$ cat src/rtl/core/pid_controller_clamped_defines.svh
// ----------------------------------------------------------------------------
// pid_controller_clamped_defines
// assertion macros shared by the pid controller rtl
// ----------------------------------------------------------------------------
`ifndef PID_CONTROLLER_CLAMPED_DEFINES_SVH
`define PID_CONTROLLER_CLAMPED_DEFINES_SVH

// condition must hold at every clock edge out of reset
`define PIDC_ASSERT_HOLDS(name, expr, msg) \
  name: assert property (@(posedge clk) disable iff (!rst_n) (expr)) else $error(msg);

// condition must hold in the cycle after the trigger
`define PIDC_ASSERT_NEXT(name, trig, expr, msg) \
  name: assert property (@(posedge clk) disable iff (!rst_n) (trig) |=> (expr)) \
    else $error(msg);

`endif

$ cat src/rtl/core/pidc_pkg.sv
// ----------------------------------------------------------------------------
// pidc_pkg
// shared widths, register codes, payload types and arithmetic helpers
// ----------------------------------------------------------------------------
`default_nettype none

package pidc_pkg;

  localparam int DATA_W    = 32;
  localparam int FRAC_BITS = 16;
  localparam int PROD_W    = 2 * DATA_W;
  localparam int SUM_W     = DATA_W + 2;
  localparam int STAGES    = 5;
  localparam int REG_IDX_W = 3;

  // near-zero band, round(0.01 * 2^FRAC_BITS)
  localparam int TOL_INT = ((1 << FRAC_BITS) + 50) / 100;

  typedef logic signed [DATA_W-1:0] pidc_q_t;
  typedef logic signed [PROD_W-1:0] pidc_prod_w_t;
  typedef logic signed [SUM_W-1:0]  pidc_sum_t;

  localparam pidc_q_t TOL_Q = DATA_W'(TOL_INT);
  localparam pidc_q_t Q_MAX = {1'b0, {(DATA_W-1){1'b1}}};
  localparam pidc_q_t Q_MIN = {1'b1, {(DATA_W-1){1'b0}}};

  typedef enum logic [REG_IDX_W-1:0] {
    REG_GAIN_P   = 3'd0,
    REG_GAIN_I   = 3'd1,
    REG_GAIN_D   = 3'd2,
    REG_TARGET   = 3'd3,
    REG_OUT_LOW  = 3'd4,
    REG_OUT_HIGH = 3'd5
  } pidc_reg_t;

  typedef struct packed {
    pidc_q_t gain_p;
    pidc_q_t gain_i;
    pidc_q_t gain_d;
    pidc_q_t target;
    pidc_q_t out_low;
    pidc_q_t out_high;
  } pidc_cfg_t;

  typedef struct packed {
    pidc_q_t err;
    pidc_q_t dmeas;
  } pidc_diff_t;

  typedef struct packed {
    pidc_prod_w_t prod_p;
    pidc_prod_w_t prod_i;
    pidc_prod_w_t prod_d;
    logic         near;
  } pidc_prod_t;

  typedef struct packed {
    pidc_q_t p;
    pidc_q_t integ;
    pidc_q_t d;
  } pidc_terms_t;

  typedef struct packed {
    pidc_q_t value;
    logic    hit;
  } pidc_clamp_t;

  // a - b, saturated to the data range
  function automatic pidc_q_t sat_diff(input pidc_q_t a, input pidc_q_t b);
    logic signed [DATA_W:0] d;
    d = $signed({a[DATA_W-1], a}) - $signed({b[DATA_W-1], b});
    if (d[DATA_W] != d[DATA_W-1]) begin
      return d[DATA_W] ? Q_MIN : Q_MAX;
    end
    return d[DATA_W-1:0];
  endfunction

  // full-width signed product
  function automatic pidc_prod_w_t mul_full(input pidc_q_t a, input pidc_q_t b);
    pidc_prod_w_t ea;
    pidc_prod_w_t eb;
    ea = {{DATA_W{a[DATA_W-1]}}, a};
    eb = {{DATA_W{b[DATA_W-1]}}, b};
    return ea * eb;
  endfunction

  // drop fraction bits (floor) and saturate to the data range
  function automatic pidc_q_t scale_sat(input pidc_prod_w_t p);
    pidc_prod_w_t s;
    logic [PROD_W-DATA_W:0] top;
    s   = p >>> FRAC_BITS;
    top = s[PROD_W-1:DATA_W-1];
    if ((&top) || !(|top)) begin
      return s[DATA_W-1:0];
    end
    return s[PROD_W-1] ? Q_MIN : Q_MAX;
  endfunction

  function automatic pidc_sum_t ext_sum(input pidc_q_t q);
    return {{(SUM_W-DATA_W){q[DATA_W-1]}}, q};
  endfunction

  // upper limit tested first, then the lower one
  function automatic pidc_clamp_t clamp_q(input pidc_sum_t v, input pidc_q_t lo,
                                          input pidc_q_t hi);
    pidc_clamp_t res;
    pidc_sum_t   elo;
    pidc_sum_t   ehi;
    elo = ext_sum(lo);
    ehi = ext_sum(hi);
    if (v > ehi) begin
      res.value = hi;
      res.hit   = 1'b1;
    end else if (v < elo) begin
      res.value = lo;
      res.hit   = 1'b1;
    end else begin
      res.value = v[DATA_W-1:0];
      res.hit   = 1'b0;
    end
    return res;
  endfunction

endpackage

`default_nettype wire

$ cat src/rtl/core/pidc_front.sv
// ----------------------------------------------------------------------------
// pidc_front
// input register, error and measurement step, previous measurement store
// ----------------------------------------------------------------------------
`default_nettype none

module pidc_front (
  input  wire logic                clk,
  input  wire logic                rst_n,
  input  wire logic                load_a,
  input  wire logic                load_b,
  input  wire pidc_pkg::pidc_q_t   meas,
  input  wire pidc_pkg::pidc_cfg_t cfg,
  output pidc_pkg::pidc_diff_t     diff_b
);
  import pidc_pkg::*;

  pidc_q_t    meas_a_r;
  pidc_q_t    prev_r;
  pidc_diff_t diff_r;
  pidc_diff_t diff_nxt;

  always_comb begin
    diff_nxt.err   = sat_diff(cfg.target, meas_a_r);
    diff_nxt.dmeas = sat_diff(meas_a_r, prev_r);
  end

  always_ff @(posedge clk) begin
    if (load_a) begin
      meas_a_r <= meas;
    end
    if (load_b) begin
      diff_r <= diff_nxt;
    end
  end

  // previous measurement follows items as they leave the input register
  always_ff @(posedge clk) begin
    if (!rst_n) begin
      prev_r <= '0;
    end else if (load_b) begin
      prev_r <= meas_a_r;
    end
  end

  assign diff_b = diff_r;

endmodule

`default_nettype wire

$ cat config.mk
export PLATFORM = sky130hd
export DESIGN_NAME = pidc_front
export DESIGN_NICKNAME = d
export VERILOG_FILES = /design/src/rtl/core/pid_controller_clamped_defines.svh /design/src/rtl/core/pidc_pkg.sv /design/src/rtl/core/pidc_front.sv
export SDC_FILE = /design/constraint.sdc
export NUM_CORES = 1
export LEC_CHECK = 0
export BUFFER_PORTS_ARGS = -buffer_cell sky130_fd_sc_hd__buf_2
export CAP_MARGIN = 5
export CORE_ASPECT_RATIO = 0.8
export CORE_MARGIN = 1
export CORE_UTILIZATION = 30
export DETAILED_ROUTE_END_ITERATION = 10
export PLACE_DENSITY = 0.63
export SLEW_MARGIN = 15
export SYNTH_ARGS = -nofsm -noshare
export SYNTH_HDL_FRONTEND = slang
export SYNTH_SLANG_ARGS = --single-unit
$ cat constraint.sdc
create_clock -name clk -period 4.08 [get_ports clk]
set_input_delay 0.408 -clock clk [delete_from_list [all_inputs] [get_ports clk]]
set_output_delay 0.408 -clock clk [all_outputs]
set_load 0.02 [all_outputs]
Yosys cells after proc, flatten, opt, wreduce, memory -nomap -nowiden:

Index checks and enable logic that the tools add are counted.
W data, S select, Z words.

* bits in latches: 0
* memory bits (writable): 0
* word-level logic and storage cells: 16
* input bits: 228
* ROM bits: 0
* memories: 0
* output and inout port bits: 64
* register bits after elaboration: 128

* equality and inequality tests: 2
* mux-type cells: 8
* shifts and indexed selects: 0
* multipliers: 0
* magnitude comparators: 0
* bitwise logic cells: 0
* reduce and logical (&&, ||, !) cells: 0
* add/sub/neg operators: 2
* div/mod/pow operators: 0

Operators with widths (count)
* $mux W32: 6
* $sub A32 B32 Y33: 2
* $mux W1: 2
* $ne A1 B1 Y1: 2

Depth between registers and ports, before layout:

* depth after elaboration: 4
* depth in mapped cells: 15
* mapped depth without buffers: 13

Worst setup path before layout:

Ideal clock, no wire load.

* kind: register to register
* start: reg meas_a_r[0]
* end: reg diff_r (netlist bit diff_b[11]), data pin
* data required time: 3.817 ns
* arrival: 2.865 ns
* library setup time: 0.263 ns
* period minus slack after synthesis: 3.128 ns
* buffers on the path: 2
* cell stages (with the launch flop): 16
* setup slack: 0.952 ns
* cell sequence: edfxtp_1 -> inv_1 -> ha_1 -> inv_1 -> fa_1 -> a211o_1 -> o211ai_1 -> a21oi_1 -> a22o_1 -> a211oi_2 -> o21a_1 -> mux2i_2 -> nand2_1 -> buf_4 -> buf_4 -> o21ai_0

RTL lines
* start: declaration: RTL line pidc_front.sv:18 `pidc_q_t meas_a_r;`
* start signal: assignment: RTL line pidc_front.sv:30 `meas_a_r <= meas;`
* end signal: assignment: RTL line pidc_front.sv:33 `diff_r <= diff_nxt;`
* end: declaration: RTL line pidc_front.sv:20 `pidc_diff_t diff_r;`

==> flow_summary.ini <==
[run_status]
status = completed

[synthesis]
postSynthCellCount = 830
yosysWarnings = 0
synth_top_family_by_area = compound AO/OA/AOI/OAI gates
syn-cell-area_um2 = 8351
synth_edf_count = 96
yosysMostFrequentCell = edfxtp_1
ys.flop_type = edfxtp_1
synth_top_area_cell = edfxtp_1
synth-compound-area-share_pct = 20.23
netlist.area_leader.share_pct = 34.52
synth_area_leaders = edfxtp_1 (35%), ha_1 (9.6%), dfxtp_1 (7.7%)
ys_seq_elements = 128
yosys.area_share.simple_pct = 11.24
synthTopCellsByCount = edfxtp_1 (96), inv_1 (81), a21oi_1 (69)
synthArstFlopShare_pct = 0
synth-adder-area-share_pct = 10.91
yosysUniqueCellTypes = 69
synthMuxAreaShare_pct = 4.240
syn_area_per_cell_um2 = 10.06
synth-seq-area-share_pct = 42.19
synth_nets = 1124
synthXorXnorAreaFrac_pct = 5.769

[global_routing]
grt-ovfl-total = 0
track_usage_pct = 15.39
grt_pass1_vias = 6223
grt_max_degree = 51
grt_first_pass_wirelength_um = 33560
antenna_found_initial = 1

[detailed_routing]
num_vias = 6463
avgRoutedWirePerCell_um = 16.10
drtPass1Iterations = 7
drt_iter0_markers = 358
drc = 0
postRouteAntennaNets = 0
vias_per_cell = 4.809
finalWirelength_um = 21640

[worst_setup_path]
ff2ff_setup_slack_ps = 330
path_cells = inv_1 -> ha_1 -> inv_1 -> fa_1 -> a211o_1 -> o211ai_1 -> a21oi_1 -> a22o_1 -> a211oi_2 -> o21a_1 -> mux2i_2 -> nor2_1 -> buf_4 -> o21ai_0
required_ps = 4240
critical_path_class = flip-flop to flip-flop
crit_fanout = 8
cp_slowest_cell = edfxtp_1
worstPathArrival_ps = 3910
path_buf_inv = 3
cp_top_family = compound AO/OA/AOI/OAI gates
max_stage_delay_ps = 430
end_kind = flip-flop
reg2reg_depth = 14
crit_top_cell = inv_1
start_kind = flip-flop
timing.rr.end = diff_b[20]$_DFFE_PP_
r2r_start = meas_a_r[0]$_DFFE_PP_

[finish]
fill_cells = 2763
utilization_pct = 36.69
syn_to_final_growth_pct = 19.94
final_layout_size_suffix_gt1_share_pct = 21.22
antennaDiodeCount = 0
finalNetCount = 1261

[placed_design]
dp_hpwl_um = 16670
finalWeightedCongestion = 0.8914
place_ws_ps = 318.7
portBuffers = 131

[sta]
setup_tns_ps = 0
min_period_ps = 3746
setup-violations-final = 0
period_share_pct = 91.82
hold_viol = 0
finalMaxSlewViolations = 0
fmax_mhz = 266.9
rsz0062_at_grt = false
skew_ps = 18.01
relSlewSlack_pct = 41.39
worstMarginPinSlew_ps = 879.2
layout_setup_ws_ps = 333.9

[power_and_ir_drop]
powerDensity_nw_per_um2 = 489.9
ir_drop_mv = 0.2773
clkPwrFrac_pct = 31.0
p_leak_nw = 4.128
switching_share_pct = 34.43
p_seq_share_pct = 35.7
p_sw_mw = 1.689
p_comb_share_pct = 33.3
p_int_mw = 3.217

[die]
dieWidth_um = 188.5
start_util_pct = 30.59
rows = 54
fp.coreArea_um2 = 27300
die_y_um = 151.2
dieArea_um2 = 28510
io_pins = 292

[hold_path]
hold_path_end = meas_a_r[1]$_DFFE_PP_
min_path_type = primary input to flip-flop
holdPathStages = 1
min_from = meas[1]

[clock_tree]
cts_tree = built
postCtsSetupBuffers = 0
cts_hold_buf = 0
clock_sinks = 128
root_buffer = clkbuf_16
insertion_delay_ps = 440
clk_pin_slew_ps = 60
cts_resized = 0
clockBufferDepth = 2
htreeDepth = 4
cts_buffers = 17

[job]
max_cap_violations = 0
power groups by stage:
stage / clock, mW / combinational [mW] / sequential, mW
floorplan: 0 / 0.978 / 1.95
global placement: 0 / 1.62 / 1.78
detailed placement: 0 / 1.63 / 1.78
CTS: 1.55 / 1.64 / 1.75
global route: 1.60 / 1.80 / 1.77
finish: 1.52 / 1.63 / 1.75
worst max-delay path by stage:
| stage | startpoint | endpoint | slack [ps] | depth (start not counted) |
|---|---|---|---|---|
| 5_1_grt | meas_a_r[0]$_DFFE_PP_ | diff_b[20]$_DFFE_PP_ | 140 | 14 |
| 6_report | meas_a_r[0]$_DFFE_PP_ | diff_b[20]$_DFFE_PP_ | 330 | 14 |
| 3_5_place_dp | cfg[64] | diff_b[34]$_DFFE_PP_ | 320 | 16 |
| 3_3_place_gp | cfg[64] | diff_b[34]$_DFFE_PP_ | 360 | 16 |
| 2_1_floorplan | meas_a_r[0]$_DFFE_PP_ | diff_b[11]$_DFFE_PP_ | 950 | 15 |
| 4_1_cts | meas_a_r[0]$_DFFE_PP_ | diff_b[20]$_DFFE_PP_ | 360 | 14 |
sequential cells by signal, indices dropped and copies added, names as in the netlist:
name and flops:
diff_b 64, prev_r 32, meas_a_r 32
cell type report:
cell class                 count  area [µm²]  share of cell area, %
multi-input combinational    597        4374                  43.67
sequential                   128        3523                  35.18
timing repair buffer         142       778.2                  7.770
tap                          364       455.4                  4.547
clock buffer                  19       442.9                  4.422
inverter                      81       304.0                  3.036
clock inverter                13       137.6                  1.374
metal layers:
metal	vias to the layer above	part of all wire [%]	GRT usage, %
met2	181	43	23.16
met1	2963	50	21.14
met4	0	2.2	6.331
met5	-	0	0
met3	28	4.6	3.591
li1	3291	-	-
kinds of logic (layout without fill, tap and decap cells):
logic type	Yosys count	in the layout
fa+ha+maj	73	73
flops	128	128
mux	35	35
compound gates	250	250
simple gates	184	184
buf+inv	105	255
xor+xnor	55	55
through the flow:
| stage | power, mW | cells | hold WS, ps | cell area [µm²] |
|---|---|---|---|---|
| 2_1_floorplan | 2.926 | 830 | 482.6 | 8351 |
| 3_3_place_gp | 3.398 | 1312 | 495.7 | 9435 |
| 3_5_place_dp | 3.405 | 1312 | 500.4 | 9435 |
| 4_1_cts | 4.939 | 1344 | 140.5 | 10020 |
| 5_1_grt | 5.169 | 1344 | 136.5 | 10020 |
| 6_report | 4.906 | 1344 | 144.6 | 10020 |
cells in the final DEF, fill, tap and decap left out, drive strengths merged, types with 4 or more instances in the layout:
master,count
nor3,8
nand3,12
or3,6
edfxtp,96
a211oi,11
ha,64
inv,82
o21ai,59
nand2,42
maj3,7
xnor2,28
and2,4
a31oi,6
o211ai,8
buf,142
nor2,41
o21bai,8
nor2b,38
o2111ai,5
xor2,27
nand4,7
a21o,19
clkinvlp,5
a21oi,89
o21a,11
a31o,4
o41ai,4
nand2b,10
dfxtp,32
mux2i,35
clkbuf,19
clkinv,5
Power figures use the tool's default switching activity.
