## src/rtl/core/pid_controller_clamped_defines.svh

```systemverilog
// ----------------------------------------------------------------------------
// pid_controller_clamped_defines
// assertion macros shared by the pid controller rtl
// ----------------------------------------------------------------------------
`ifndef PID_CONTROLLER_CLAMPED_DEFINES_SVH
`define PID_CONTROLLER_CLAMPED_DEFINES_SVH

// condition must hold at every clock edge out of reset
`define PIDC_ASSERT_HOLDS(name, expr, msg) \
  name: assert property (@(posedge clk) disable iff (!rst_n) (expr)) else $error(msg);

// condition must hold in the cycle after the trigger
`define PIDC_ASSERT_NEXT(name, trig, expr, msg) \
  name: assert property (@(posedge clk) disable iff (!rst_n) (trig) |=> (expr)) \
    else $error(msg);

`endif

```

## src/rtl/core/pidc_pkg.sv

```systemverilog
// ----------------------------------------------------------------------------
// pidc_pkg
// shared widths, register codes, payload types and arithmetic helpers
// ----------------------------------------------------------------------------
`default_nettype none

package pidc_pkg;

  localparam int DATA_W    = 32;
  localparam int FRAC_BITS = 16;
  localparam int PROD_W    = 2 * DATA_W;
  localparam int SUM_W     = DATA_W + 2;
  localparam int STAGES    = 5;
  localparam int REG_IDX_W = 3;

  // near-zero band, round(0.01 * 2^FRAC_BITS)
  localparam int TOL_INT = ((1 << FRAC_BITS) + 50) / 100;

  typedef logic signed [DATA_W-1:0] pidc_q_t;
  typedef logic signed [PROD_W-1:0] pidc_prod_w_t;
  typedef logic signed [SUM_W-1:0]  pidc_sum_t;

  localparam pidc_q_t TOL_Q = DATA_W'(TOL_INT);
  localparam pidc_q_t Q_MAX = {1'b0, {(DATA_W-1){1'b1}}};
  localparam pidc_q_t Q_MIN = {1'b1, {(DATA_W-1){1'b0}}};

  typedef enum logic [REG_IDX_W-1:0] {
    REG_GAIN_P   = 3'd0,
    REG_GAIN_I   = 3'd1,
    REG_GAIN_D   = 3'd2,
    REG_TARGET   = 3'd3,
    REG_OUT_LOW  = 3'd4,
    REG_OUT_HIGH = 3'd5
  } pidc_reg_t;

  typedef struct packed {
    pidc_q_t gain_p;
    pidc_q_t gain_i;
    pidc_q_t gain_d;
    pidc_q_t target;
    pidc_q_t out_low;
    pidc_q_t out_high;
  } pidc_cfg_t;

  typedef struct packed {
    pidc_q_t err;
    pidc_q_t dmeas;
  } pidc_diff_t;

  typedef struct packed {
    pidc_prod_w_t prod_p;
    pidc_prod_w_t prod_i;
    pidc_prod_w_t prod_d;
    logic         near;
  } pidc_prod_t;

  typedef struct packed {
    pidc_q_t p;
    pidc_q_t integ;
    pidc_q_t d;
  } pidc_terms_t;

  typedef struct packed {
    pidc_q_t value;
    logic    hit;
  } pidc_clamp_t;

  // a - b, saturated to the data range
  function automatic pidc_q_t sat_diff(input pidc_q_t a, input pidc_q_t b);
    logic signed [DATA_W:0] d;
    d = $signed({a[DATA_W-1], a}) - $signed({b[DATA_W-1], b});
    if (d[DATA_W] != d[DATA_W-1]) begin
      return d[DATA_W] ? Q_MIN : Q_MAX;
    end
    return d[DATA_W-1:0];
  endfunction

  // full-width signed product
  function automatic pidc_prod_w_t mul_full(input pidc_q_t a, input pidc_q_t b);
    pidc_prod_w_t ea;
    pidc_prod_w_t eb;
    ea = {{DATA_W{a[DATA_W-1]}}, a};
    eb = {{DATA_W{b[DATA_W-1]}}, b};
    return ea * eb;
  endfunction

  // drop fraction bits (floor) and saturate to the data range
  function automatic pidc_q_t scale_sat(input pidc_prod_w_t p);
    pidc_prod_w_t s;
    logic [PROD_W-DATA_W:0] top;
    s   = p >>> FRAC_BITS;
    top = s[PROD_W-1:DATA_W-1];
    if ((&top) || !(|top)) begin
      return s[DATA_W-1:0];
    end
    return s[PROD_W-1] ? Q_MIN : Q_MAX;
  endfunction

  function automatic pidc_sum_t ext_sum(input pidc_q_t q);
    return {{(SUM_W-DATA_W){q[DATA_W-1]}}, q};
  endfunction

  // upper limit tested first, then the lower one
  function automatic pidc_clamp_t clamp_q(input pidc_sum_t v, input pidc_q_t lo,
                                          input pidc_q_t hi);
    pidc_clamp_t res;
    pidc_sum_t   elo;
    pidc_sum_t   ehi;
    elo = ext_sum(lo);
    ehi = ext_sum(hi);
    if (v > ehi) begin
      res.value = hi;
      res.hit   = 1'b1;
    end else if (v < elo) begin
      res.value = lo;
      res.hit   = 1'b1;
    end else begin
      res.value = v[DATA_W-1:0];
      res.hit   = 1'b0;
    end
    return res;
  endfunction

endpackage

`default_nettype wire

```

## src/rtl/core/pidc_out.sv

```systemverilog
// ----------------------------------------------------------------------------
// pidc_out
// term sum, output clamp and result register
// ----------------------------------------------------------------------------
`default_nettype none

module pidc_out (
  input  wire logic                  clk,
  input  wire logic                  load_e,
  input  wire pidc_pkg::pidc_terms_t terms_d,
  input  wire pidc_pkg::pidc_cfg_t   cfg,
  output pidc_pkg::pidc_q_t          drive,
  output logic                       saturated
);
  import pidc_pkg::*;

  pidc_sum_t   sum;
  pidc_clamp_t oclamp;
  pidc_q_t     drive_r;
  logic        sat_r;

  always_comb begin
    sum    = ext_sum(terms_d.p) + ext_sum(terms_d.integ) - ext_sum(terms_d.d);
    oclamp = clamp_q(sum, cfg.out_low, cfg.out_high);
  end

  always_ff @(posedge clk) begin
    if (load_e) begin
      drive_r <= oclamp.value;
      sat_r   <= oclamp.hit;
    end
  end

  assign drive     = drive_r;
  assign saturated = sat_r;

endmodule

`default_nettype wire

```

## config.mk

```make
export PLATFORM = sky130hd
export DESIGN_NAME = pidc_out
export DESIGN_NICKNAME = d
export VERILOG_FILES = /design/src/rtl/core/pid_controller_clamped_defines.svh /design/src/rtl/core/pidc_pkg.sv /design/src/rtl/core/pidc_out.sv
export SDC_FILE = /design/constraint.sdc
export NUM_CORES = 1
export LEC_CHECK = 0
export BUFFER_PORTS_ARGS = -buffer_cell sky130_fd_sc_hd__buf_2
export CAP_MARGIN = 5
export CORE_ASPECT_RATIO = 0.6
export CORE_MARGIN = 3
export CORE_UTILIZATION = 51
export DETAILED_ROUTE_END_ITERATION = 10
export HOLD_SLACK_MARGIN = 0.06
export PLACE_DENSITY_LB_ADDON = 0.2
export SLEW_MARGIN = 30
export SYNTH_ARGS = -nofsm -noshare
export SYNTH_HDL_FRONTEND = slang
export SYNTH_SLANG_ARGS = --single-unit
export TNS_END_PERCENT = 50
```

## constraint.sdc

```tcl
create_clock -name clk -period 11.3 [get_ports clk]
set_clock_uncertainty 0.1 [all_clocks]
set_input_delay 0.565 -clock clk [delete_from_list [all_inputs] [get_ports clk]]
set_output_delay 0.565 -clock clk [all_outputs]
set_load 0.005 [all_outputs]
```

# After elaboration in Yosys (flattened, before gate mapping)
# Cells that the tools add are included.
[totals]
ff_bits = 33
latchBits = 0
ram_bits = 0
romBits = 0
in_bits = 290
out_inout_bits = 33
elab_cells = 8
mem_count = 0
[op_classes]
addsub = 2
n_mul = 0
div_mod_pow = 0
order_cmp = 2
n_eq_ne = 0
n_shift = 0
n_mux = 2
bitwise = 0
reduce_logical = 0
[op_table]
columns = ["cell", "n"]
rows = [
  ["2-to-1 mux 33 bit", 2],
  ["> comparator 34 x 32 -> 1 bit", 1],
  ["less-than comparator 34 x 32 -> 1 bit", 1],
  ["subtractor 33 x 32 -> 34 bit", 1],
  ["adder 32 x 32 -> 33 bit", 1],
]

# Logic depth before layout (Yosys ltp)
# Gate-level depths: netlist (run 1).
[depth]
depth_word = 5
ltp_mapped = 25
ltp_nobuf = 23

# Least setup slack after synthesis (run 1)
# OpenSTA, ideal clock, no wires.
[synth_timing]
kind = "input to register"
start = "input terms_d[53] (netlist bit)"
end = "register drive_r[30] (netlist: drive[30]) (data pin)"
setup_ps = 259
arrival_ps = 5085
t_required_ps = 10941
slack_ps = 5856
path_stages = 23
n_path_buf = 2
path_cell_list = "inv_1 -> fa_1 -> inv_1 -> ha_1 -> buf_6 -> a21o_1 -> a21o_1 -> a21o_1 -> a311o_1 -> or3_4 -> o211ai_1 -> nand3_1 -> o311ai_0 -> ha_1 -> a21oi_1 -> nand2_1 -> a221oi_1 -> xor2_1 -> a21oi_1 -> and2_1 -> clkbuf_1 -> nor2_1 -> a211o_1"
[synth_lines]
columns = ["item", "line", "rtl"]
rows = [
  ["from (decl)", "pidc_out.sv:10", "input wire pidc_pkg::pidc_terms_t terms_d,"],
  ["to (signal assigned)", "pidc_out.sv:29", "drive_r <= oclamp.value;"],
  ["to (decl)", "pidc_out.sv:19", "pidc_q_t drive_r;"],
]

==> results of run 1 <==
==> logic make-up after synthesis <==
group	Yosys count	share of synthesized area (%)
simple gates	235	17.3
buf+inv	222	13.3
compound gates	199	19.7
fa+ha+maj	133	30.0
flops	33	15.6
xor+xnor	24	3.31
mux	5	0.788
==> worst paths after layout <==
check	to	slack (ps)
min	drive[1]	490
max	drive[22]	4310
==> power by group through the flow <==
| stage | Clock, mW | Combinational [mW] | Sequential [mW] |
|---|---|---|---|
| 6_report | 0.156 | 1.04 | 0.249 |
| 5_1_grt | 0.162 | 1.17 | 0.255 |
| 4_1_cts | 0.156 | 1.03 | 0.250 |
| 3_5_place_dp | 0 | 1.02 | 0.252 |
| 2_1_floorplan | 0 | 0.698 | 0.261 |
| 3_3_place_gp | 0 | 1.01 | 0.251 |
==> layer usage <==
| metal | GRT usage, % | part of all wire, % |
|---|---|---|
| met5 | 0 | 0.31 |
| met1 | 39.0 | 49 |
| met2 | 36.7 | 40 |
| met4 | 2.89 | 0.63 |
| met3 | 4.84 | 10 |
==> per-stage QoR <==
step	area (µm²)	power [mW]	utilization (%)	instances	hold WS [ps]
3_3_place_gp	7450	1.26	63.6	1187	766
5_1_grt	7620	1.58	65.1	1195	513
2_1_floorplan	6350	0.960	-	851	577
6_report	7620	1.45	65.1	1195	487
3_5_place_dp	7450	1.27	63.6	1187	775
4_1_cts	7620	1.43	65.0	1195	483
==> state kept, by name (all words and copies together) (netlist names) <==
name and flops:
drive 32, saturated 1
==> synth_stat cells, types with 4 or more instances <==
| library cell | number | area [µm²] |
|---|---|---|
| xnor2_1 | 16 | 140 |
| o211ai_1 | 6 | 45.0 |
| a211oi_1 | 5 | 37.5 |
| nand3_1 | 20 | 100 |
| ha_1 | 101 | 1260 |
| nand2_1 | 93 | 349 |
| a31oi_1 | 26 | 163 |
| mux2i_1 | 5 | 50.1 |
| and2_1 | 7 | 43.8 |
| clkbuf_1 | 17 | 63.8 |
| nor2_1 | 52 | 195 |
| o21ai_0 | 33 | 165 |
| nand4_1 | 14 | 87.6 |
| a21o_1 | 21 | 158 |
| o21bai_1 | 4 | 30.0 |
| nor4_1 | 4 | 25.0 |
| edfxtp_1 | 33 | 991 |
| nor3b_1 | 4 | 30.0 |
| nor3_1 | 13 | 65.1 |
| a21oi_1 | 64 | 320 |
| xor2_1 | 8 | 70.1 |
| fa_1 | 32 | 641 |
| inv_1 | 201 | 754 |
| a221oi_1 | 4 | 35.0 |
| o21a_1 | 4 | 30.0 |
| and4_1 | 4 | 35.0 |
| and3_1 | 7 | 43.8 |
==> final cells by class <==
cell class	count	area share (%)
Clock buffer	6	1.69
Clock inverter	2	0.443
Inverter	201	9.90
Multi-Input combinational cell	596	59.3
Sequential cell	33	13.0
Tap cell	160	2.63
Timing Repair Buffer	197	13.0
==> metrics, run 1 <==
Slew @ Worst Pin 840 ps; initial antenna violation count 5; core area roughly 12000 µm²; first-pass GRT wire length 27.9 mm; Multi-input gate area 4520 µm²; Num CTS Buffers 5; register area share after synthesis between 10% and 20%; post-route antenna net violation count 0; Slew Limit Fails 0; net switching power between 0.7 and 0.8 mW; drt via density between 5 and 6; largest net degree at the start of global routing 38; worst setup margin 4310 ps; GRT Overall Usage around 25%; count of cell types in the netlist 58; Crit Path Max Fanout 37; Clock Power Share 10.8%; status finished, final reports clean; Logic pwr share between 70 and 80%; fin nets 1457; CP Data Required Time between 10000 and 15000 ps; DRC 0; Levels on crit path 21; IO buf count approximately 190; Max Fclk ~0.14 GHz; cell-internal power between 0.7 and 0.8 mW; hold buffer count at CTS 0; drt first pass iters 5; Avg Cell Area, Syn around 7.5 µm²; CP Capture Type register; most frequent cells in the layout 201 x inv_1, 194 x buf_2, 101 x ha_1, 93 x nand2_1, 64 x a21oi_1; Die Ht between 90 and 100 µm; crit path buf inv count 3; DR WL/cell 15.0 µm; worst slack, placed ~4200 ps; Sw Share approximately half; minimum clock period between 6000 and 7000 ps; most common cell after layout, fill and taps aside inv_1; GR Overflow Total 0; routability cong. between 0.9 and 1; Post-Syn Area 6350 µm²; EDFF count, synth 33; number of top-level pins between 300 and 400; DRT iter0 DRCs 567; final WL ~18 mm; Post-Syn Nets 1274; post-synthesis register bit count 33; share of layout cells above drive strength 1 about 21%; antenna fix cells 0; clock sink count 33; row count 30; worst stage delay on the critical path 620 ps; Arr. time, crit path around 6900 ps; pwr dens ~190 nW/µm²; Hold Crit Depth 3; cell family with most CP delay compound AO/OA/AOI/OAI gates; vias in the first global route approximately 5700; Die ar. about 14000 µm²; Slew HR between 40% and 50%; Ys Warns 0; Worst Setup SP terms_d[1]; cell-by-cell trace of the critical path buf_2 -> fa_1 -> inv_1 -> ha_1 -> a211oi_1 -> o211ai_1 -> a311oi_1 -> o21ai_1 -> a21boi_0 -> mux2i_1 -> and2_1 -> ha_1 -> nand4_1 -> nor4_1 -> nand2_1 -> o21ai_0 -> or4_1 -> and2_1 -> buf_4 -> o21ai_0 -> a2bb2oi_1; Total Neg Setup Slack 0 ps; Synth Instances 851; leakage 4.30 nW; Worst Hold Class input pin to register; Worst Min Path Start cfg[1]; DP Wirelength ~15 mm; Clock Tree Buf Depth 2; period utilization around 62%; H-tree Lvls 2; ys async rst share 0%; # Max-Cap Violations 0; vias after detailed routing between 6000 and 7000; kind of critical path input pin to register; Starting Density 54.2%; postcts setup bufs 0; slowest stage cell, crit path a21boi_0; Setup-failing EPs final 0; RSZ-0062 raised after global routing false; P&R area growth vs syn 20.0%; Critical Path Start Type input pin; VDD IR max slightly above 90 µV; CTS tree done; number of cells upsized or downsized after cts 0; CTS clk-pin slew, worst paths around 60 ps; sequential share of power 17.2%; # fillers roughly 1100; Fin. Hold Viols 0; clk root buf clkbuf_16; Most used DFF post-synth edfxtp_1; die width around 150 µm; FF/Latch Area a little under 1000 µm²
Note: power is estimated with default switching activity, not from simulation.
==> run 2, diff against run 1 <==
Settings changed: ABC_AREA from default to 1, CORE_UTILIZATION 51 to 50.
Clock period 11.3 ns to 7 ns, I/O delays scaled along.
==> metrics, run 2 <==
leakage 5.72 nW (was 4.30 nW); kind of critical path input pin to register (unchanged); post-route antenna net violation count 0 (unchanged); CTS tree done (unchanged); top-area cell type share of the netlist area 19.1% (was 19.9%); top-count cell post-synth nand2_1 (was inv_1); IO buf count 194 (unchanged); antenna fix cells 0 (unchanged); CP Capture Type register (unchanged); P&R area growth vs syn 17.0% (was 20.0%); core area 14100 µm² (was 11700 µm²); period utilization 73.2%; EDFF count, synth 33 (unchanged); Die ar. 16500 µm² (was 13900 µm²); Slew HR 50.7% (was 43.5%); Max Fclk approximately 0.20 GHz; most common cell after layout, fill and taps aside nand2_1 (was inv_1); # Max-Cap Violations 0 (unchanged); hold buffer count at CTS 0 (unchanged); Avg Cell Area, Syn 6.01 µm² (was 7.46 µm²); largest net degree at the start of global routing 34 (was 38); worst slack, placed 1640 ps (was 4190 ps); Slew Limit Fails 0 (unchanged); Fin. Hold Viols 0 (unchanged); DRC 0 (unchanged); fin nets 1855 (was 1457); initial antenna violation count 0 (was 5); Slew @ Worst Pin 739 ps (was 840 ps); worst stage delay on the critical path 530 ps (was 620 ps); VDD IR max 172 µV (was 92.9 µV); minimum clock period between 5000 and 6000 ps; drt via density 4.84 (was 5.30); Crit Path Max Fanout 29 (was 37); GRT Overall Usage 24.5% (was 25.1%); Die Ht 101 µm (was 92.4 µm); slowest stage cell, crit path fa_1 (was a21boi_0); first-pass GRT wire length 33.2 mm (was 27.9 mm); vias in the first global route 7199 (was 5652); Critical Path Start Type input pin (unchanged); drt first pass iters 5 (unchanged); DR WL/cell 12.4 µm (was 15.0 µm); CTS clk-pin slew, worst paths 50 ps (was 60 ps); Starting Density 53.0% (was 54.2%); CP Data Required Time 6930 ps (was 11200 ps); postcts setup bufs 0 (unchanged); crit path buf inv count 3 (unchanged); CP dominant cell by count nand2_1; count of cell types in the netlist 31 (was 58); row count 33 (was 30); die width 164 µm (was 150 µm); clock sink count 33 (unchanged); Clock Tree Buf Depth 2 (unchanged); pwr dens 263 nW/µm² (was 190 nW/µm²); Arr. time, crit path 5050 ps (was 6900 ps); status finished, final reports clean (unchanged); Ys Warns 0 (unchanged); Post-Syn Area 7490 µm² (was 6350 µm²); post-synthesis register bit count 33 (unchanged); Multi-input gate area 4970 µm² (was 4520 µm²); DRT iter0 DRCs 621 (was 567); Worst Hold Class input pin to register (unchanged); ranking of synthesized cells by area nand2_1 19%, inv_1 19%, ha_1 17% (was ha_1 20%, edfxtp_1 16%, inv_1 12%); GR Overflow Total 0 (unchanged); max reg flops 32 (unchanged); Most used DFF post-synth edfxtp_1 (unchanged); Num CTS Buffers 5 (unchanged); vias after detailed routing 7858 (was 6330); final WL 20.2 mm (was 18.0 mm); Synth Instances 1247 (was 851); synth cell count leaders 381 x nand2_1, 371 x inv_1, 101 x ha_1, 99 x nand3_1, 67 x nor2_1 (was 201 x inv_1, 101 x ha_1, 93 x nand2_1, 64 x a21oi_1, 52 x nor2_1); register area share after synthesis 13.2% (was 15.6%); RSZ-0062 raised after global routing false (unchanged); H-tree Lvls 2 (unchanged); cell family with most CP delay simple AND/OR/NAND/NOR gates (was compound AO/OA/AOI/OAI gates); clk root buf clkbuf_16 (unchanged); Total Neg Setup Slack 0 ps (unchanged); Post-Syn Nets 1670 (was 1274); Synth area leader nand2_1 (was ha_1); share of layout cells above drive strength 1 14.8% (was 20.8%); most frequent cells in the layout 381 x nand2_1, 371 x inv_1, 194 x buf_2, 101 x ha_1, 99 x nand3_1 (was 201 x inv_1, 194 x buf_2, 101 x ha_1, 93 x nand2_1, 64 x a21oi_1); Setup-failing EPs final 0 (unchanged); number of top-level pins 323 (unchanged); number of cells upsized or downsized after cts 0 (unchanged); routability cong. 0.967 (was 0.901); FF/Latch Area 991 µm² (unchanged); # fillers 1413 (was 1069); worst setup margin 1870 ps (was 4310 ps); DP Wirelength 17.3 mm (was 15.3 mm); ys async rst share 0% (unchanged)
-- run 2: power by group --
part	leakage (nW)	internal (mW)	switching [mW]	total, mW
logic	5.32	0.607	1.09	1.69
registers	0.322	0.349	0.0212	0.370
clock network	0.0785	0.167	0.0773	0.244
-- run 2: worst paths after layout --
path | start | to | slack [ps] | cells past startpoint
min | cfg[9] | drive[9] | 320 | 3
max | terms_d[2] | drive[13] | 1870 | 28
-- run 2: cell families (layout without fill, tap and decap cells) --
group | count (synthesis) | in the layout | synth area share, %
xor+xnor | 19 | 19 | 2.22
flops | 33 | 33 | 13.2
simple gates | 606 | 606 | 34.0
compound gates | 64 | 64 | 4.68
fa+ha+maj | 133 | 133 | 25.4
buf+inv | 392 | 578 | 20.5
-- run 2: through the flow --
step	util, %	hold slack, ps	total power [mW]	instance area (µm²)	cells
after global placement	60.9	596	2.00	8600	1617
after floorplan	-	362	1.59	7490	1247
final	62.0	318	2.31	8760	1625
after global routing	62.0	321	2.59	8760	1625
after detailed placement	60.9	596	2.04	8600	1617
after CTS	62.0	312	2.30	8760	1625
-- run 2: layout make-up --
cell class	count	area share (%)
Sequential cell	33	11.3
Multi-Input combinational cell	822	56.7
Timing Repair Buffer	199	11.5
Clock buffer	6	1.47
Inverter	371	15.9
Tap cell	192	2.74
Clock inverter	2	0.386
-- run 2: layer usage --
metal	track usage (%)	vias to the layer above	part of all wire (%)
met2	39.2	315	42
met1	35.9	3400	47
met4	1.82	0	0.47
li1	-	4127	-
met3	4.72	16	10
met5	0	-	0
-- run 2: worst min-delay path, cell delays in order --
cell	delay [ps]
buf_2	90
nand4_1	80
nand2_1	70
