--- src/rtl/core/pid_controller_clamped_defines.svh ---
// ----------------------------------------------------------------------------
// pid_controller_clamped_defines
// assertion macros shared by the pid controller rtl
// ----------------------------------------------------------------------------
`ifndef PID_CONTROLLER_CLAMPED_DEFINES_SVH
`define PID_CONTROLLER_CLAMPED_DEFINES_SVH

// condition must hold at every clock edge out of reset
`define PIDC_ASSERT_HOLDS(name, expr, msg) \
  name: assert property (@(posedge clk) disable iff (!rst_n) (expr)) else $error(msg);

// condition must hold in the cycle after the trigger
`define PIDC_ASSERT_NEXT(name, trig, expr, msg) \
  name: assert property (@(posedge clk) disable iff (!rst_n) (trig) |=> (expr)) \
    else $error(msg);

`endif

--- src/rtl/core/pidc_pkg.sv ---
// ----------------------------------------------------------------------------
// pidc_pkg
// shared widths, register codes, payload types and arithmetic helpers
// ----------------------------------------------------------------------------
`default_nettype none

package pidc_pkg;

  localparam int DATA_W    = 32;
  localparam int FRAC_BITS = 16;
  localparam int PROD_W    = 2 * DATA_W;
  localparam int SUM_W     = DATA_W + 2;
  localparam int STAGES    = 5;
  localparam int REG_IDX_W = 3;

  // near-zero band, round(0.01 * 2^FRAC_BITS)
  localparam int TOL_INT = ((1 << FRAC_BITS) + 50) / 100;

  typedef logic signed [DATA_W-1:0] pidc_q_t;
  typedef logic signed [PROD_W-1:0] pidc_prod_w_t;
  typedef logic signed [SUM_W-1:0]  pidc_sum_t;

  localparam pidc_q_t TOL_Q = DATA_W'(TOL_INT);
  localparam pidc_q_t Q_MAX = {1'b0, {(DATA_W-1){1'b1}}};
  localparam pidc_q_t Q_MIN = {1'b1, {(DATA_W-1){1'b0}}};

  typedef enum logic [REG_IDX_W-1:0] {
    REG_GAIN_P   = 3'd0,
    REG_GAIN_I   = 3'd1,
    REG_GAIN_D   = 3'd2,
    REG_TARGET   = 3'd3,
    REG_OUT_LOW  = 3'd4,
    REG_OUT_HIGH = 3'd5
  } pidc_reg_t;

  typedef struct packed {
    pidc_q_t gain_p;
    pidc_q_t gain_i;
    pidc_q_t gain_d;
    pidc_q_t target;
    pidc_q_t out_low;
    pidc_q_t out_high;
  } pidc_cfg_t;

  typedef struct packed {
    pidc_q_t err;
    pidc_q_t dmeas;
  } pidc_diff_t;

  typedef struct packed {
    pidc_prod_w_t prod_p;
    pidc_prod_w_t prod_i;
    pidc_prod_w_t prod_d;
    logic         near;
  } pidc_prod_t;

  typedef struct packed {
    pidc_q_t p;
    pidc_q_t integ;
    pidc_q_t d;
  } pidc_terms_t;

  typedef struct packed {
    pidc_q_t value;
    logic    hit;
  } pidc_clamp_t;

  // a - b, saturated to the data range
  function automatic pidc_q_t sat_diff(input pidc_q_t a, input pidc_q_t b);
    logic signed [DATA_W:0] d;
    d = $signed({a[DATA_W-1], a}) - $signed({b[DATA_W-1], b});
    if (d[DATA_W] != d[DATA_W-1]) begin
      return d[DATA_W] ? Q_MIN : Q_MAX;
    end
    return d[DATA_W-1:0];
  endfunction

  // full-width signed product
  function automatic pidc_prod_w_t mul_full(input pidc_q_t a, input pidc_q_t b);
    pidc_prod_w_t ea;
    pidc_prod_w_t eb;
    ea = {{DATA_W{a[DATA_W-1]}}, a};
    eb = {{DATA_W{b[DATA_W-1]}}, b};
    return ea * eb;
  endfunction

  // drop fraction bits (floor) and saturate to the data range
  function automatic pidc_q_t scale_sat(input pidc_prod_w_t p);
    pidc_prod_w_t s;
    logic [PROD_W-DATA_W:0] top;
    s   = p >>> FRAC_BITS;
    top = s[PROD_W-1:DATA_W-1];
    if ((&top) || !(|top)) begin
      return s[DATA_W-1:0];
    end
    return s[PROD_W-1] ? Q_MIN : Q_MAX;
  endfunction

  function automatic pidc_sum_t ext_sum(input pidc_q_t q);
    return {{(SUM_W-DATA_W){q[DATA_W-1]}}, q};
  endfunction

  // upper limit tested first, then the lower one
  function automatic pidc_clamp_t clamp_q(input pidc_sum_t v, input pidc_q_t lo,
                                          input pidc_q_t hi);
    pidc_clamp_t res;
    pidc_sum_t   elo;
    pidc_sum_t   ehi;
    elo = ext_sum(lo);
    ehi = ext_sum(hi);
    if (v > ehi) begin
      res.value = hi;
      res.hit   = 1'b1;
    end else if (v < elo) begin
      res.value = lo;
      res.hit   = 1'b1;
    end else begin
      res.value = v[DATA_W-1:0];
      res.hit   = 1'b0;
    end
    return res;
  endfunction

endpackage

`default_nettype wire

--- src/rtl/core/pidc_integ.sv ---
// ----------------------------------------------------------------------------
// pidc_integ
// product scaling and the clamped running integral
// ----------------------------------------------------------------------------
`default_nettype none

module pidc_integ (
  input  wire logic                 clk,
  input  wire logic                 rst_n,
  input  wire logic                 load_d,
  input  wire pidc_pkg::pidc_prod_t prod_c,
  input  wire pidc_pkg::pidc_cfg_t  cfg,
  output pidc_pkg::pidc_terms_t     terms_d
);
  import pidc_pkg::*;

  pidc_q_t     integ_r;
  pidc_q_t     integ_nxt;
  pidc_q_t     iterm;
  pidc_clamp_t iclamp;
  pidc_terms_t terms_r;
  pidc_terms_t terms_nxt;

  always_comb begin
    iterm  = scale_sat(prod_c.prod_i);
    iclamp = clamp_q(ext_sum(integ_r) + ext_sum(iterm), cfg.out_low, cfg.out_high);
    // integral drops to zero inside the near-zero band
    integ_nxt       = prod_c.near ? '0 : iclamp.value;
    terms_nxt.p     = scale_sat(prod_c.prod_p);
    terms_nxt.d     = scale_sat(prod_c.prod_d);
    terms_nxt.integ = integ_nxt;
  end

  always_ff @(posedge clk) begin
    if (!rst_n) begin
      integ_r <= '0;
    end else if (load_d) begin
      integ_r <= integ_nxt;
    end
  end

  always_ff @(posedge clk) begin
    if (load_d) begin
      terms_r <= terms_nxt;
    end
  end

  assign terms_d = terms_r;

endmodule

`default_nettype wire

--- config.mk ---
export PLATFORM = sky130hd
export DESIGN_NAME = pidc_integ
export DESIGN_NICKNAME = d
export VERILOG_FILES = /design/src/rtl/core/pid_controller_clamped_defines.svh /design/src/rtl/core/pidc_pkg.sv /design/src/rtl/core/pidc_integ.sv
export SDC_FILE = /design/constraint.sdc
export NUM_CORES = 1
export LEC_CHECK = 0
export BUFFER_PORTS_ARGS = -buffer_cell sky130_fd_sc_hd__buf_2
export CAP_MARGIN = 20
export CORE_AREA = 2 2 190 192
export CTS_CLUSTER_DIAMETER = 100
export CTS_CLUSTER_SIZE = 10
export DETAILED_ROUTE_END_ITERATION = 7
export DIE_AREA = 0 0 192 194
export GPL_ROUTABILITY_DRIVEN = 1
export GPL_TIMING_DRIVEN = 0
export PLACE_DENSITY = 0.53
export SKIP_CTS_REPAIR_TIMING = 1
export SYNTH_ARGS = -nofsm -noshare
export SYNTH_HDL_FRONTEND = slang
export SYNTH_SLANG_ARGS = --single-unit
--- constraint.sdc ---
create_clock -name clk -period 9 [get_ports clk]
set_input_delay 1.8 -clock clk [delete_from_list [all_inputs] [get_ports clk]]
set_output_delay 1.8 -clock clk [all_outputs]
set_load 0.01 [all_outputs]
# After elaboration in Yosys (flattened, before gate mapping)

Index checks and enable logic that the tools add are counted.

Flip-flop bits (word level): 128

Add/subtract/negate cells: 1
Magnitude comparators: 2
Reduce and logical (&&, ||, !) cells: 12
Mux-type cells: 15

Operator list:

| cell                                                       | number |
|---|---|
| 32-bit two-way mux                                         | 10 |
| 33-bit two-way mux                                         | 2 |
| 17-bit AND reduction                                       | 3 |
| 17-bit OR reduction                                        | 3 |
| 32-bit by 32-bit adder with 33-bit output                  | 1 |
| 33-bit by 32-bit greater-than comparator with 1-bit output | 1 |
| 33-bit by 32-bit < comparator with 1-bit output            | 1 |
| 1-bit zero test                                            | 3 |
| 1-bit logical OR                                           | 3 |
| 1-bit two-way mux                                          | 3 |

# Logic depth before layout (Yosys ltp)

Gate-level depths: netlist (run 1).

Depth in word-level cells: 10
Depth in mapped cells: 29
Depth with buffers taken out: 26

# Worst setup path before layout (run 1)

Ideal clock, no wire load.

Kind: input -> register
Start point: input prod_c[112] (netlist bit)
End point: register terms_r, in the netlist terms_d[39] (data pin)
Library setup time: 266 ps
Path slack: 1603 ps
Path buffers: 2
Data arrival time: 7131 ps
Stages on the path: 27
Cell sequence: nor4_1 > nand4_1 > nor3_1 > or2_2 > clkbuf_1 > o21ai_0 > fa_1 > a21o_1 > and4_1 > o21ai_0 > a21boi_0 > or3_4 > o21a_4 > nand2b_1 > a31oi_1 > o22ai_1 > ha_1 > nand4_1 > nor4_1 > a221oi_1 > o221ai_1 > a21oi_2 > xor2_2 > buf_8 > mux2_4 > a21oi_2 > nor2_1

Cells in the longest elaborated chain, start to end: 10
Elaborated cells on any way between the ends: 13
Those cells by class: 1 x add/sub; 2 x order compare; 6 x mux; 4 x reduce/logical

Ends and longest elaborated chain:

| what                                            | RTL line         | RTL |
|---|---|---|
| start: declaration                              | pidc_integ.sv:11 | `input wire pidc_pkg::pidc_prod_t prod_c,` |
| 17-bit OR reduction                             | pidc_pkg.sv:93   | `if ((&top) \|\| !(\|top)) begin` |
| 1-bit zero test                                 | pidc_pkg.sv:93   |  |
| 1-bit logical OR                                | pidc_pkg.sv:93   |  |
| 1-bit two-way mux                               | pidc_pkg.sv:93   |  |
| 32-bit two-way mux (*)                          | pidc_pkg.sv:96   | `return s[PROD_W-1] ? Q_MIN : Q_MAX;` |
| 32-bit by 32-bit adder with 33-bit output (*)   | pidc_integ.sv:26 | `iclamp = clamp_q(ext_sum(integ_r) + ext_sum(iterm), cfg.out_low, cfg.out_high);` |
| 33-bit by 32-bit < comparator with 1-bit output | pidc_pkg.sv:114  | `end else if (v < elo) begin` |
| 33-bit two-way mux                              | pidc_pkg.sv:114  |  |
| 33-bit two-way mux (*)                          | pidc_pkg.sv:111  | `if (v > ehi) begin` |
| 32-bit two-way mux (*)                          | pidc_integ.sv:28 | `integ_nxt = prod_c.near ? '0 : iclamp.value;` |
| via integ_nxt[7]                                | pidc_integ.sv:18 | `pidc_q_t integ_nxt;` |
| end signal: assignment                          | pidc_integ.sv:44 | `terms_r <= terms_nxt;` |
| end: declaration                                | pidc_integ.sv:21 | `pidc_terms_t terms_r;` |

The timed path passes the listed nets; every way through them passes the cells marked *. The select of a mux whose other input is x is not followed.
A chain may end at the register's enable or synchronous reset.

# Worst setup path after layout (run 1)

Start point: input prod_c[121] (netlist bit)
End point: register terms_r, in the netlist terms_d[45] (data pin)

Cells in the longest elaborated chain, start to end: 10
Elaborated cells on any way between the ends: 12
Those cells by class: 1 x add/sub; 2 x order compare; 5 x mux; 4 x reduce/logical

Ends and longest elaborated chain:

| what                                            | RTL line |
|---|---|
| 17-bit OR reduction                             | pidc_pkg.sv:93 |
| 1-bit zero test                                 | pidc_pkg.sv:93 |
| 1-bit logical OR (*)                            | pidc_pkg.sv:93 |
| 1-bit two-way mux (*)                           | pidc_pkg.sv:93 |
| 32-bit two-way mux (*)                          | pidc_pkg.sv:96 |
| 32-bit by 32-bit adder with 33-bit output (*)   | pidc_integ.sv:26 |
| 33-bit by 32-bit < comparator with 1-bit output | pidc_pkg.sv:114 |
| 33-bit two-way mux                              | pidc_pkg.sv:114 |
| 33-bit two-way mux (*)                          | pidc_pkg.sv:111 |
| 32-bit two-way mux (*)                          | pidc_integ.sv:28 |
| via integ_nxt[13]                               | pidc_integ.sv:18 |

The timed path passes the listed nets; every way through them passes the cells marked *.

==> results.json, run 1 <==
{
  "num_vias": 9450,
  "leakage_uw": 0.00592,
  "grt_pass1_wl_um": 56700,
  "startpoint_type": "primary input",
  "post-route-util_pct": 35.0,
  "row_count": 69,
  "crit_fanout": 10,
  "cp_slowest_cell": "fa_1",
  "first_iter_violations": 559,
  "ys_ff_latch": 128,
  "skew_ns": 0.0109,
  "cp.required_ns": 9.19,
  "die_area_um2": 37200,
  "status": "completed",
  "async_flop_share_pct": 0,
  "dp.final_hpwl_um": 32700,
  "netlist_area_um2": 9620,
  "syn_nets": 1598,
  "ff_latch_area_um2": 3520,
  "power_density_nw_per_um2": 209,
  "grt_pass1_vias": 9220,
  "slew_headroom_pct": 52.2,
  "final_antenna_net_count": 0,
  "clk_pin_slew_worst_paths_ns": 0.06,
  "antenna_found_initial": 8,
  "setup_viol": 0,
  "cts-htree-levels": 4,
  "synth_flop_cell": "edfxtp_1",
  "final-hold-violation-count": 0,
  "vdd_drop_max_v": 0.000136,
  "grt_max_degree": 70,
  "hold_class": "reg2reg",
  "p_seq_share_pct": 29.8,
  "reg2reg_slack_ns": 3.05,
  "drt-total-wl_um": 39600,
  "holdPathStages": 2,
  "clock_latency_ns": 0.43,
  "fin_crit_sh_pct": 94.3,
  "path_class": "in2reg",
  "final_cell_mix": "buf_2 (308), inv_1 (172), o21ai_0 (139), ha_1 (98), edfxtp_1 (96)",
  "worst_ep_arrival_time_ns": 8.68,
  "fill_cells": 3780,
  "grt.total_usage_pct": 20.8,
  "power_frac_comb_pct": 45.5,
  "place_inst": 1879,
  "worstMarginPinSlew_ns": 0.717,
  "p_switching_uw": 1050,
  "overflow": 0,
  "cp_top_family": "compound AO/OA/AOI/OAI gates",
  "slew_violations": 0,
  "clock-sinks": 128,
  "clockRootBuffer": "clkbuf_16",
  "die_height_um": 194,
  "yosysWarnings": 0,
  "wl_per_cell_um": 20.7,
  "ios": 484,
  "layout_commonest_cell": "buf_2",
  "synth_edf_count": 96,
  "cts_tree": "built",
  "synthCells": 1111,
  "firstDrtPassIters": 5,
  "drive_gt1_share_pct": 28.0,
  "core-area_um2": 35200,
  "gp_congestion": 0.882,
  "p_int_uw": 1530,
  "syn_area_per_cell_um2": 8.66,
  "seq_area_frac_synth_pct": 36.6,
  "end_kind": "register",
  "start_util_pct": 27.3,
  "cts_buffers": 17,
  "crit_buf_inv": 4,
  "holdPathEnd": "integ_r[7]",
  "drc_errors": 0,
  "rsz0062_at_grt": "no",
  "p_sw_share_pct": 40.6,
  "r2r-start": "integ_r[0]",
  "timing.rr.end": "terms_d[45]",
  "reg2reg_depth": 22,
  "drv_cap": 0,
  "synth.distinct_cells": 70,
  "io_buffer_count": 306,
  "die_x_um": 192,
  "fin_nets": 1924,
  "stdcell_count": 1913,
  "p_clk_share_pct": 24.8,
  "max_stage_delay_ns": 0.49,
  "vias_per_cell": 4.94,
  "cts.path.max_buffers": 2,
  "p_total_uw": 2580,
  "area_delta_synth_final_pct": 28.1,
  "multiInputGateArea_um2": 5180,
  "min_period_ns": 8.49,
  "timing.fmax_mhz": 118,
  "hold_path.startpoint": "integ_r[7]"
}
cell usage after synthesis, types with 6 or more instances:
master | number | area, µm²
inv_1 | 172 | 646
o21ai_0 | 140 | 701
ha_1 | 98 | 1230
edfxtp_1 | 96 | 2880
nor2_1 | 83 | 312
nand2_1 | 63 | 236
a21oi_1 | 61 | 305
clkbuf_1 | 35 | 131
dfxtp_1 | 32 | 641
nand4_1 | 24 | 150
nor3_1 | 24 | 120
nand3_1 | 23 | 115
a21o_1 | 22 | 165
a211oi_1 | 19 | 143
a21oi_2 | 14 | 123
nor4_1 | 14 | 87.6
xnor2_1 | 13 | 114
a31oi_1 | 11 | 68.8
mux2i_1 | 10 | 100
nor2b_1 | 10 | 62.6
xor2_1 | 10 | 87.6
a22oi_1 | 8 | 60.1
o21a_1 | 8 | 60.1
o21ai_1 | 8 | 40.0
mux2_2 | 7 | 78.8
o22ai_1 | 7 | 43.8
o31ai_1 | 7 | 52.6
and4_1 | 6 | 52.6
nand2b_1 | 6 | 37.5
worst register-to-register path, cell delays in order, from the launching register on:
cell and delay (ns):
dfxtp_1 0.32, ha_1 0.23, fa_1 0.42, a21o_1 0.22, and4_1 0.23, o21ai_1 0.32
a21boi_0 0.18, or3_4 0.41, o21a_4 0.26, nand2b_1 0.07, a31oi_1 0.09, o22ai_1 0.26
ha_1 0.41, nand4_1 0.19, nor4_2 0.07, a221oi_1 0.28, o221ai_1 0.19, a21oi_2 0.31
xor2_4 0.36, buf_8 0.23, buf_12 0.17, a21oi_2 0.08, a211oi_2 0.42
power groups by stage:
stage	Sequential (µW)	Clock [µW]	Combinational [µW]
5_1_grt	770	674	1290
2_1_floorplan	781	0	747
3_5_place_dp	777	0	1150
4_1_cts	767	649	1160
6_report	767	638	1170
3_3_place_gp	779	0	1140
metal layers:
metal	share of wire, %	GRT usage [%]
met5	0.12	0
met4	4.2	9.05
met3	6.5	4.27
met2	50	37.3
met1	40	23.7
worst max-delay path by stage:
stage | start | cells past startpoint | slack [ns] | end
CTS | prod_c[121] | 28 | -0.13 | terms_d[45]
finish | prod_c[121] | 28 | 0.51 | terms_d[45]
global placement | prod_c[121] | 28 | -0.59 | terms_d[45]
floorplan | prod_c[112] | 27 | 1.60 | terms_d[39]
detailed placement | prod_c[121] | 28 | -0.55 | terms_d[45]
global route | prod_c[112] | 28 | 0.001 | terms_d[45]
stage by stage:
stage | hold WS, ns | cell area [µm²] | TNS [ns] | worst slack (ns)
2_1_floorplan | 0.430 | 9620 | 0 | 1.60
3_3_place_gp | 0.444 | 11700 | -5.60 | -0.591
3_5_place_dp | 0.447 | 11800 | -6.35 | -0.549
4_1_cts | 0.456 | 12300 | -0.130 | -0.130
5_1_grt | 0.486 | 12300 | 0 | 0.00106
6_report | 0.457 | 12300 | 0 | 0.515
final cells by class:
cell class,instances,area share (%)
repair buffers,307,12.7
plain buffers,51,2.55
multi-input cells,760,42.0
inverters,172,5.24
well taps,461,4.68
flip-flops and latches,128,28.6
clock inverters,13,0.741
diodes,4,0.0812
clock buffers,17,3.45
sequential cells by signal (all words and copies together), names as in the netlist:
| name | count |
|---|---|
| integ_r | 32 |
| terms_d | 96 |
logic make-up after synthesis:
logic type / Yosys count / share of synthesized area, %
AOI/OAI and AO/OA: 338 / 21.7
buffers and inverters: 223 / 9.93
xor gates and xnor gates: 26 / 2.60
adders and majority gates: 99 / 13.0
muxes: 20 / 2.33
DFF: 128 / 36.6
and+or+nand+nor: 277 / 13.9
Power figures use the tool's default switching activity.
==> run 2: changes to the inputs <==
CORE_AREA = 2 2 188 190   (was 2 2 190 192)
CTS_BUF_LIST = sky130_fd_sc_hd__clkbuf_8   (was not set)
DIE_AREA = 0 0 190 192   (was 0 0 192 194)
GPL_TIMING_DRIVEN = not set   (was 0)
==> run 2 against run 1 <==
Net effect:
- non-clock buffer count is 24 lower
- setup slack gained 0.48 ns
- hold slack better by 0.0078 ns
- sequential share of layout area increased by 0.66 points
- combinational power fell by 5%
- highest routed layer unchanged
- clock power down 24%
- clock skew is 0.011 ns higher
- critical endpoint is now terms_d[47]
- die area shrank 2.1%
- routed wire length shrank 6.6%
- core utilization is 0.14 points higher
- sequential cell count unchanged
==> results.json, run 2 (synthesized netlist as in run 1, its figures left out) <==
{
  "drt-total-wl_um": 37000,
  "firstDrtPassIters": 5,
  "met1_length_um": 14700,
  "min_period_ns": 8.01,
  "row_count": 68,
  "p_clk_share_pct": 20.7,
  "crit_fanout": 12,
  "final_antenna_net_count": 0,
  "num_vias": 9205,
  "holdPathStages": 2,
  "power_density_nw_per_um2": 196,
  "grt_pass1_vias": 8937,
  "io_buffer_count": 307,
  "cts.path.max_buffers": 2,
  "reg2reg_slack_ns": 3.12,
  "cts-htree-levels": 4,
  "clock_latency_ns": 0.46,
  "post-route-util_pct": 35.1,
  "highest_layer": "met5",
  "dp_slack_ns": 0.560,
  "core-area_um2": 34300,
  "p_switching_uw": 978,
  "power_frac_comb_pct": 47.1,
  "slew_headroom_pct": 32.3,
  "grt_pass1_wl_um": 53300,
  "wl_per_cell_um": 19.6,
  "die_height_um": 192,
  "cp-startpoint": "prod_c[121]",
  "die_area_um2": 36500,
  "p_total_uw": 2360,
  "clockRootBuffer": "clkbuf_8",
  "drv_cap": 0,
  "antenna_found_initial": 7,
  "path_class": "in2reg",
  "grt.total_usage_pct": 19.9,
  "timing.rr.end": "terms_d[47]",
  "reg2reg_depth": 21,
  "status": "completed",
  "gp_congestion": 0.858,
  "finalSetupTns_ns": 0,
  "setup_viol": 0,
  "startpoint_type": "primary input",
  "fin_nets": 1900,
  "r2r-start": "integ_r[0]",
  "drc_errors": 0,
  "vdd_drop_max_v": 0.0000917,
  "clk_pin_slew_worst_paths_ns": 0.09,
  "worstMarginPinSlew_ns": 1.01,
  "cts_tree": "built",
  "final-hold-violation-count": 0,
  "setup_ws_ns": 0.995,
  "route.met2.wl_um": 18100,
  "cp.required_ns": 9.18,
  "area_delta_synth_final_pct": 25.2,
  "fin_crit_sh_pct": 88.9,
  "rsz0062_at_grt": "no",
  "clock-sinks": 128,
  "slew_violations": 0,
  "grt_max_degree": 78,
  "cts_buffers": 17,
  "timing.fmax_mhz": 125,
  "dp.final_hpwl_um": 30100,
  "p_sw_share_pct": 41.4,
  "worst_ep_arrival_time_ns": 8.19,
  "ios": 484,
  "skew_ns": 0.0216,
  "drive_gt1_share_pct": 29.0,
  "p_seq_share_pct": 32.2,
  "overflow": 0,
  "met3_length_um": 2560,
  "largest_reg_flops": 96,
  "final_cell_mix": "buf_2 (306), inv_1 (173), o21ai_0 (140), ha_1 (98), edfxtp_1 (96)",
  "p_int_uw": 1380,
  "vias_per_cell": 4.89,
  "start_util_pct": 28.1,
  "first_iter_violations": 516,
  "die_x_um": 190,
  "leakage_uw": 0.00583,
  "cp-endpoint": "terms_d[47]",
  "hold_class": "reg2reg",
  "end_kind": "register",
  "layout_commonest_cell": "buf_2"
}
[run 2: cell types whose count changed in the layout (fill, tap and decap cells not counted), sizes merged]
cell	previous run	this run
clkinv	6	5
inv	175	176
clkbuf	58	17
bufinv	0	1
buf	317	334
[run 2: worst min-delay path by stage]
| stage | start | slack [ns] | endpoint |
|---|---|---|---|
| after global placement | integ_r[14] | 0.44 | integ_r[14] |
| final | integ_r[10] | 0.46 | integ_r[10] |
| after CTS | integ_r[10] | 0.47 | integ_r[10] |
| after detailed placement | integ_r[22] | 0.45 | integ_r[22] |
| after floorplan | integ_r[14] | 0.43 | integ_r[14] |
| after global routing | integ_r[20] | 0.49 | integ_r[20] |
[run 2: area by class of cell]
cell class,count,area [µm²]
clock buffer,17,234
fill,3635,22200
antenna,4,10.0
multi-input combinational,760,5180
clock inverter,14,119
sequential,128,3520
tap,455,569
inverter,172,646
timing repair buffer,334,1770
[run 2: power by group through the flow]
| stage | clock, µW | combinational, µW | sequential [µW] |
|---|---|---|---|
| after CTS | 504 | 1120 | 762 |
| after global routing | 525 | 1230 | 765 |
| after global placement | 0 | 1100 | 774 |
| final | 488 | 1110 | 760 |
| after floorplan | 0 | 747 | 781 |
| after detailed placement | 0 | 1110 | 774 |
[run 2: critical path, cell delays in order]
cell      delay [ns]
buf_2           0.10
nor4_1          0.30
nand4_1         0.13
nor3_1          0.23
or2_2           0.21
o21ai_0         0.11
ha_1            0.23
fa_1            0.42
a21o_1          0.21
and4_1          0.21
o21ai_0         0.19
buf_4           0.15
a21boi_0        0.12
a21oi_1         0.41
o21ai_0         0.20
xor2_1          0.28
ha_1            0.31
a21oi_1         0.13
o21ai_0         0.15
a221oi_1        0.48
o221ai_1        0.24
a21oi_2         0.31
xor2_4          0.45
buf_4           0.26
nor2_1          0.05
a211oi_1        0.37
nor3_1          0.11
[run 2: layer usage]
metal / vias up / global-route usage (%)
met5: - / 0
met4: 6 / 8.97
met3: 52 / 4.42
met2: 364 / 35.6
met1: 4223 / 22.5
li1: 4560 / -
[run 2: per-stage QoR]
stage | instance area [µm²] | std cells | hold WS [ns]
floorplan | 9620 | 1111 | 0.430
global placement | 11700 | 1849 | 0.443
detailed placement | 11700 | 1849 | 0.451
CTS | 12000 | 1880 | 0.465
global route | 12000 | 1881 | 0.494
finish | 12000 | 1884 | 0.464
